[src/gboa_pkg.sv]
// Package of the owner assignment core: sizes, widths and register indexes.
// Depends on nothing; used by greedy_balanced_owner_assign_core, its checker and its testbench.
package gboa_pkg;

  localparam int unsigned MaxRanks  = 16;
  localparam int unsigned RankW     = $clog2(MaxRanks);
  localparam int unsigned CountW    = 5;
  localparam int unsigned ChunkW    = 32;
  localparam int unsigned ShiftW    = 5;
  localparam int unsigned RecordW   = 16;
  localparam int unsigned ScoreW    = 33;
  localparam int unsigned TotalW    = 48;
  localparam int unsigned MarginW   = 49;
  localparam int unsigned CfgIdxW   = 2;
  localparam int unsigned CfgDataW  = 32;
  localparam int unsigned OwnerW    = 4;

  typedef enum logic [CfgIdxW-1:0] {
    CFG_RANK_COUNT   = 2'd0,
    CFG_CHUNK_SIZE   = 2'd1,
    CFG_SHARE_SHIFT  = 2'd2,
    CFG_RECORD_COUNT = 2'd3
  } cfg_reg_e;

  typedef logic [TotalW-1:0]         total_t;
  typedef logic signed [MarginW-1:0] margin_t;

endpackage

[src/greedy_balanced_owner_assign_core.sv]
// Owner assignment core: picks per chunk the rank with the largest score minus load.
// Depends on gboa_pkg.
//
//  channel   direction  signals                                  meaning of a beat
//  in        sink       in_valid_i/in_ready_o, overlap_score_i,  one rank score of a chunk
//                       first_of_batch_i
//  out       source     out_valid_o/out_ready_i, owner_rank_o,   owner of a finished chunk
//                       owner_margin_o
//  cfg       sink       cfg_we_i, cfg_idx_i, cfg_wdata_i         register write, no wait
//
// One score beat is taken per cycle unless a stalled result blocks input; the result of a
// chunk shows in the output register the cycle after its last score beat.
// The path per beat is one read of the load table at the current position, a 49-bit
// subtract and a signed compare against the running best.
// Reset (rst_ni low, asynchronous) clears all load totals, position and output valid.
// A waiting result stalls input only when out_ready_i is low.
module greedy_balanced_owner_assign_core (
  input  logic                                  clk_i,
  input  logic                                  rst_ni,
  input  logic                                  in_valid_i,
  output logic                                  in_ready_o,
  input  logic [gboa_pkg::ScoreW-1:0]           overlap_score_i,
  input  logic                                  first_of_batch_i,
  output logic                                  out_valid_o,
  input  logic                                  out_ready_i,
  output logic [gboa_pkg::OwnerW-1:0]           owner_rank_o,
  output logic signed [gboa_pkg::MarginW-1:0]   owner_margin_o,
  input  logic                                  cfg_we_i,
  input  logic [gboa_pkg::CfgIdxW-1:0]          cfg_idx_i,
  input  logic [gboa_pkg::CfgDataW-1:0]         cfg_wdata_i
);

  localparam int unsigned RankW  = gboa_pkg::RankW;
  localparam int unsigned CountW = gboa_pkg::CountW;
  localparam int unsigned TotalW = gboa_pkg::TotalW;

  // configuration registers
  logic [CountW-1:0]               rank_count_q, rank_count_d;
  logic [gboa_pkg::ChunkW-1:0]     chunk_size_q, chunk_size_d;
  logic [gboa_pkg::ShiftW-1:0]     share_shift_q, share_shift_d;
  logic [gboa_pkg::RecordW-1:0]    record_count_q, record_count_d;
  gboa_pkg::total_t                penalty_q, penalty_d;

  // chunk state
  gboa_pkg::total_t                load_q [gboa_pkg::MaxRanks];
  logic [RankW-1:0]                pos_q, pos_d;
  logic [RankW-1:0]                best_rank_q, best_rank_d;
  gboa_pkg::margin_t               best_margin_q, best_margin_d;
  gboa_pkg::total_t                best_load_q, best_load_d;

  // output register
  logic                            out_valid_q, out_valid_d;
  logic [gboa_pkg::OwnerW-1:0]     owner_rank_q;
  gboa_pkg::margin_t               owner_margin_q;

  logic                            accept;
  logic [CountW-1:0]               n_eff;
  logic [CountW-1:0]               pos_inc;
  logic                            finish;
  gboa_pkg::total_t                cur_load;
  gboa_pkg::total_t                prev_best_load;
  gboa_pkg::margin_t               margin;
  logic                            take;
  logic [TotalW:0]                 load_sum;
  gboa_pkg::total_t                new_load;

  assign in_ready_o = !out_valid_q || out_ready_i;
  assign accept     = in_valid_i && in_ready_o;

  // config write decode; penalty follows the written values
  always_comb begin
    rank_count_d   = rank_count_q;
    chunk_size_d   = chunk_size_q;
    share_shift_d  = share_shift_q;
    record_count_d = record_count_q;
    if (cfg_we_i) begin
      unique case (cfg_idx_i)
        gboa_pkg::CFG_RANK_COUNT:   rank_count_d   = cfg_wdata_i[CountW-1:0];
        gboa_pkg::CFG_CHUNK_SIZE:   chunk_size_d   = cfg_wdata_i[gboa_pkg::ChunkW-1:0];
        gboa_pkg::CFG_SHARE_SHIFT:  share_shift_d  = cfg_wdata_i[gboa_pkg::ShiftW-1:0];
        gboa_pkg::CFG_RECORD_COUNT: record_count_d = cfg_wdata_i[gboa_pkg::RecordW-1:0];
        default: ;
      endcase
    end
    penalty_d = TotalW'(chunk_size_d >> share_shift_d) * TotalW'(record_count_d);
  end

  always_ff @(posedge clk_i or negedge rst_ni) begin
    if (!rst_ni) begin
      rank_count_q   <= CountW'(1);
      chunk_size_q   <= '0;
      share_shift_q  <= '0;
      record_count_q <= gboa_pkg::RecordW'(1);
      penalty_q      <= '0;
    end else begin
      rank_count_q   <= rank_count_d;
      chunk_size_q   <= chunk_size_d;
      share_shift_q  <= share_shift_d;
      record_count_q <= record_count_d;
      penalty_q      <= penalty_d;
    end
  end

  // effective rank count: zero acts as one, capped at the table size
  always_comb begin
    n_eff = rank_count_q;
    if (rank_count_q == '0) begin
      n_eff = CountW'(1);
    end else if (rank_count_q > CountW'(gboa_pkg::MaxRanks)) begin
      n_eff = CountW'(gboa_pkg::MaxRanks);
    end
  end

  // per-beat score step
  always_comb begin
    cur_load       = first_of_batch_i ? '0 : load_q[pos_q];
    prev_best_load = first_of_batch_i ? '0 : best_load_q;
    margin         = gboa_pkg::margin_t'({16'd0, overlap_score_i})
                   - gboa_pkg::margin_t'({1'b0, cur_load});
    take           = (pos_q == '0) || (margin > best_margin_q);
    best_rank_d    = take ? pos_q : best_rank_q;
    best_margin_d  = take ? margin : best_margin_q;
    best_load_d    = take ? cur_load : prev_best_load;
    pos_inc        = CountW'(pos_q) + CountW'(1);
    finish         = pos_inc >= n_eff;
    pos_d          = finish ? '0 : pos_inc[RankW-1:0];
    // owner load update, saturating at the top of the range
    load_sum       = {1'b0, best_load_d} + {1'b0, penalty_q};
    new_load       = load_sum[TotalW] ? '1 : load_sum[TotalW-1:0];
  end

  always_ff @(posedge clk_i or negedge rst_ni) begin
    if (!rst_ni) begin
      pos_q         <= '0;
      best_rank_q   <= '0;
      best_margin_q <= '0;
      best_load_q   <= '0;
    end else if (accept) begin
      pos_q         <= pos_d;
      best_rank_q   <= best_rank_d;
      best_margin_q <= best_margin_d;
      best_load_q   <= best_load_d;
    end
  end

  // load table: batch clear, then owner update at chunk end
  for (genvar r = 0; r < gboa_pkg::MaxRanks; r++) begin : g_load
    always_ff @(posedge clk_i or negedge rst_ni) begin
      if (!rst_ni) begin
        load_q[r] <= '0;
      end else if (accept) begin
        if (finish && (best_rank_d == RankW'(r))) begin
          load_q[r] <= new_load;
        end else if (first_of_batch_i) begin
          load_q[r] <= '0;
        end
      end
    end
  end

  // result register
  always_comb begin
    out_valid_d = out_valid_q;
    if (accept && finish) begin
      out_valid_d = 1'b1;
    end else if (out_ready_i) begin
      out_valid_d = 1'b0;
    end
  end

  always_ff @(posedge clk_i or negedge rst_ni) begin
    if (!rst_ni) begin
      out_valid_q <= 1'b0;
    end else begin
      out_valid_q <= out_valid_d;
    end
  end

  always_ff @(posedge clk_i) begin
    if (accept && finish) begin
      owner_rank_q   <= gboa_pkg::OwnerW'(best_rank_d);
      owner_margin_q <= best_margin_d;
    end
  end

  assign out_valid_o    = out_valid_q;
  assign owner_rank_o   = owner_rank_q;
  assign owner_margin_o = owner_margin_q;

endmodule

[config.mk]
export PLATFORM = sky130hd
export DESIGN_NAME = greedy_balanced_owner_assign_core
export DESIGN_NICKNAME = d
export VERILOG_FILES = /design/src/gboa_pkg.sv /design/src/greedy_balanced_owner_assign_core.sv
export SDC_FILE = /design/constraint.sdc
export NUM_CORES = 2
export LEC_CHECK = 0
export ABC_AREA = 1
export BUFFER_PORTS_ARGS = -buffer_cell sky130_fd_sc_hd__buf_2
export CAP_MARGIN = 20
export CORE_ASPECT_RATIO = 1.2
export CORE_UTILIZATION = 45
export DETAILED_ROUTE_END_ITERATION = 7
export PLACE_DENSITY = 0.73
export SYNTH_ARGS = -nofsm -noshare
export SYNTH_HDL_FRONTEND = slang
export SYNTH_SLANG_ARGS = --single-unit
[constraint.sdc]
create_clock -name clk_i -period 8.06 [get_ports clk_i]
set_input_delay 0.403 -clock clk_i [delete_from_list [all_inputs] [get_ports clk_i]]
set_output_delay 0.403 -clock clk_i [all_outputs]
set_load 0.05 [all_outputs]
==> flow_summary.ini <==
[sta]
post_route_clock_period_utilization_pct = 101
max_slew.worst_pin.slew_ns = 1.03
hold_violations = 0
setup-violations-final = 16
final_critical_path_setup_slack_ns = -0.116
period_minus_slack_ns = 8.18
timing.clock.skew_ns = 0.0648
setup-tns-final_ns = -1.50
worst_slew_margin_relative_to_its_limit_pct = 30.9
rsz0062_at_grt = true
number_of_pins_exceeding_their_max_slew_limit_in_the_final_report = 0
timing.fmax_mhz = 122

[synth]
ys_async_sr_fraction_pct = 94.9
synth-seq-cells = 1033
synth.yosys.warnings = 0
post-synth-top-area-cell = sky130_fd_sc_hd__dfrtp_1
postSynthNetCount = 10400
yosys.cell_types.count = 59
post_synth_inst_count = 9624
postSynthAreaPerCell_um2 = 7.65
synthTopCellsByArea = sky130_fd_sc_hd__dfrtp_1 33%, sky130_fd_sc_hd__nand3_1 12%, sky130_fd_sc_hd__fa_1 11%
dominantRegCellSynth = sky130_fd_sc_hd__dfrtp_1
mappedNetlistArea_mm2 = 0.0736
synth_edf_count = 53
synth-seq-area-share_pct = 35.5
yosysTopAreaCellShare_pct = 33.3

[layout]
area_growth_syn_to_layout_pct = 23.7
multiInputGateArea_mm2 = 0.0444
nFillCells = 14600
final-seq-area_mm2 = 0.0261
nNetsFinal = 10900
share_of_post_route_cells_with_drive_strength_above_1_pct = 18.9

[status]
run_status = finished with violations
violations = negative setup slack

[worst_setup_path]
critical_path.reg2reg.endpoint = load_q[427]
arrival_time_of_data_at_the_critical_path_endpoint_ns = 8.89
setup_slack_reg_to_reg_ns = -0.12
critical_path_required_ns = 8.78
start_kind = flop
worstSetupPathType = flop to flop
worst_path_largest_cell_delay_ns = 0.58
crit_path_end_kind = flop
reg2reg_from = pos_q[0]
reg2regPathDepth = 51
startpoint_of_the_worst_setup_timing_path = pos_q[0]
cpMaxStageDelayCell = sky130_fd_sc_hd__dfrtp_4
worstPathMaxFanout = 11
worstSetupEndpoint = load_q[427]

[clock_tree]
clock-sinks = 1033
ctsHtreeMaxLevel = 3
cts_buffer_depth = 3
cts_buffers = 111
clockRootBuffer = sky130_fd_sc_hd__clkbuf_16
cts_tree = built
clock_latency_ns = 0.81
clk_pin_slew_worst_paths_ns = 0.06

[detailed_routing]
routed-via-count = 73200
average_wire_per_standard_cell_um = 23.8
drt-total-wl_mm = 295
final_antenna_net_count = 0
firstDrtPassIters = 6
drc = 0
avgViaCountPerCell = 5.91
initialDrtViolationCount = 9130

[global_routing]
grt_first_pass_wirelength_mm = 436
via_count_of_the_first_global_routing_pass = 71200
grt_antenna_before_repair = 3
grt_start_max_net_pins = 181
grt-ovfl-total = 0
gr-usage-all-layers_pct = 34.7

[floorplanning]
floorplan.io_pins = 128
die_area_mm2 = 0.165
rows = 162
core_mm2 = 0.162
die_height_um = 445
fp.dieW_um = 371
initial_standard_cell_utilization_of_the_core_pct = 45.3

[run]
maxCapViolations = 0

[min_path]
worst_min_delay_path_class = primary input to flop

[placement]
gp_congestion = 1.05
hpwl_dp_mm = 198
numPortBuffers = 127
what timing repair did:
action | 4_1_cts | 5_1_grt
pin swaps | 32 | 238
gates cloned | 12 | 23
setup endpoints to repair | 768 | 777
buffers inserted | 19 | 59
endpoints found under the hold margin | 114 | 0
hold buffers | 33 | 0
gates resized for setup | 210 | 613
critical path: cells and delay by family (launching register included):
family | cells | cell delay [ns]
flops | 1 | 0.58
buf+inv | 15 | 2.06
simple gates | 24 | 2.98
compound gates | 9 | 1.54
fa+ha+maj | 3 | 0.89
cells by family after synthesis:
kind of cell | synth area share [%]
AOI/OAI and AO/OA | 9.56
xor gates and xnor gates | 1.19
adders and majority gates | 15.8
buffers and inverters | 8.52
DFF | 35.5
muxes | 0.111
and+or+nand+nor | 29.3
area by class of cell:
| type | count | share of cell area (%) |
|---|---|---|
| multi-input combinational | 7065 | 48.8 |
| sequential | 1033 | 28.7 |
| timing repair buffer | 1131 | 11.9 |
| clock buffer | 152 | 3.46 |
| inverter | 824 | 3.43 |
| tap | 2132 | 2.93 |
| clock inverter | 53 | 0.745 |
| timing repair inverter | 1 | 0.0124 |
| antenna | 2 | 0.00550 |
worst min path at each step:
stage,cells after the start,from,to,slack (ns)
after floorplan,0,rst_ni,best_load_q[0],0.11
after global placement,2,best_margin_q[35],best_margin_q[35],0.46
after detailed placement,2,best_load_q[14],best_load_q[14],0.47
after CTS,3,cfg_wdata_i[6],chunk_size_q[6],0.02
after global routing,3,cfg_wdata_i[6],chunk_size_q[6],0.11
final,3,cfg_wdata_i[6],chunk_size_q[6],0.05
metal layers:
metal	up-vias	GRT usage, %	wire length [µm]
met1	35400	42.1	106000
li1	32600	-	-
met2	4107	55.4	136000
met4	0	26.0	27100
met3	1076	5.49	26300
met5	-	0	0
through the flow:
stage	std cells	area [µm²]	hold slack [ns]	worst slack (ns)	utilization, %
after global placement	12000	82000	0.462	-1.22	50.5
after global routing	12400	91000	0.107	-0.185	56.1
after floorplan	9624	73600	0.107	0.151	-
after detailed placement	12000	82000	0.466	-0.927	50.5
after CTS	12300	87500	0.0169	0.00342	53.9
final	12400	91000	0.0525	-0.116	56.1
cells in the final DEF, fill, tap and decap left out, drive strengths merged, types with 91 or more instances in the layout:
| cell type | count |
|---|---|
| inv | 826 |
| dfrtp | 978 |
| ha | 257 |
| nand2 | 2231 |
| o22ai | 91 |
| nor2 | 853 |
| fa | 420 |
| buf | 1071 |
| clkbuf | 174 |
| nand3 | 1836 |
| a21oi | 187 |
| o21ai | 757 |
cell usage after synthesis (7+ instances only):
library cell and number:
sky130_fd_sc_hd__nand2_2 24, sky130_fd_sc_hd__a21o_1 24, sky130_fd_sc_hd__buf_4 20, sky130_fd_sc_hd__o21ai_0 671
sky130_fd_sc_hd__ha_1 257, sky130_fd_sc_hd__a21boi_0 14, sky130_fd_sc_hd__or2_1 9, sky130_fd_sc_hd__fa_1 420
sky130_fd_sc_hd__nor3_1 12, sky130_fd_sc_hd__o221ai_1 54, sky130_fd_sc_hd__or2_2 12, sky130_fd_sc_hd__inv_1 795
sky130_fd_sc_hd__mux2i_1 7, sky130_fd_sc_hd__buf_1 53, sky130_fd_sc_hd__nand4_1 26, sky130_fd_sc_hd__o21a_1 14
sky130_fd_sc_hd__nor4_1 12, sky130_fd_sc_hd__nor2_1 843, sky130_fd_sc_hd__xor2_1 70, sky130_fd_sc_hd__dfrtp_1 978
sky130_fd_sc_hd__buf_2 281, sky130_fd_sc_hd__o22ai_1 91, sky130_fd_sc_hd__nand2_1 2203, sky130_fd_sc_hd__and2_1 15
sky130_fd_sc_hd__a21oi_1 186, sky130_fd_sc_hd__inv_2 26, sky130_fd_sc_hd__clkbuf_1 334, sky130_fd_sc_hd__buf_6 15
sky130_fd_sc_hd__o21ai_1 81, sky130_fd_sc_hd__o21bai_1 13, sky130_fd_sc_hd__edfxtp_1 53, sky130_fd_sc_hd__nand3_1 1829
sky130_fd_sc_hd__a31oi_1 45, sky130_fd_sc_hd__nor2_4 8, sky130_fd_sc_hd__o211ai_1 45, sky130_fd_sc_hd__xnor2_1 30
sequential cells by signal, summed over array words and instances (netlist names), 5 cells and up:
| name | count |
|---|---|
| load_q | 768 |
| best_margin_q | 49 |
| owner_margin_o | 49 |
| best_load_q | 48 |
| penalty_q | 48 |
| chunk_size_q | 32 |
| record_count_q | 16 |
| rank_count_q | 5 |
| share_shift_q | 5 |
Power is left out: the tool's default activity adds up to more than one toggle a clock period on the data nets, which glitch-free logic cannot reach.
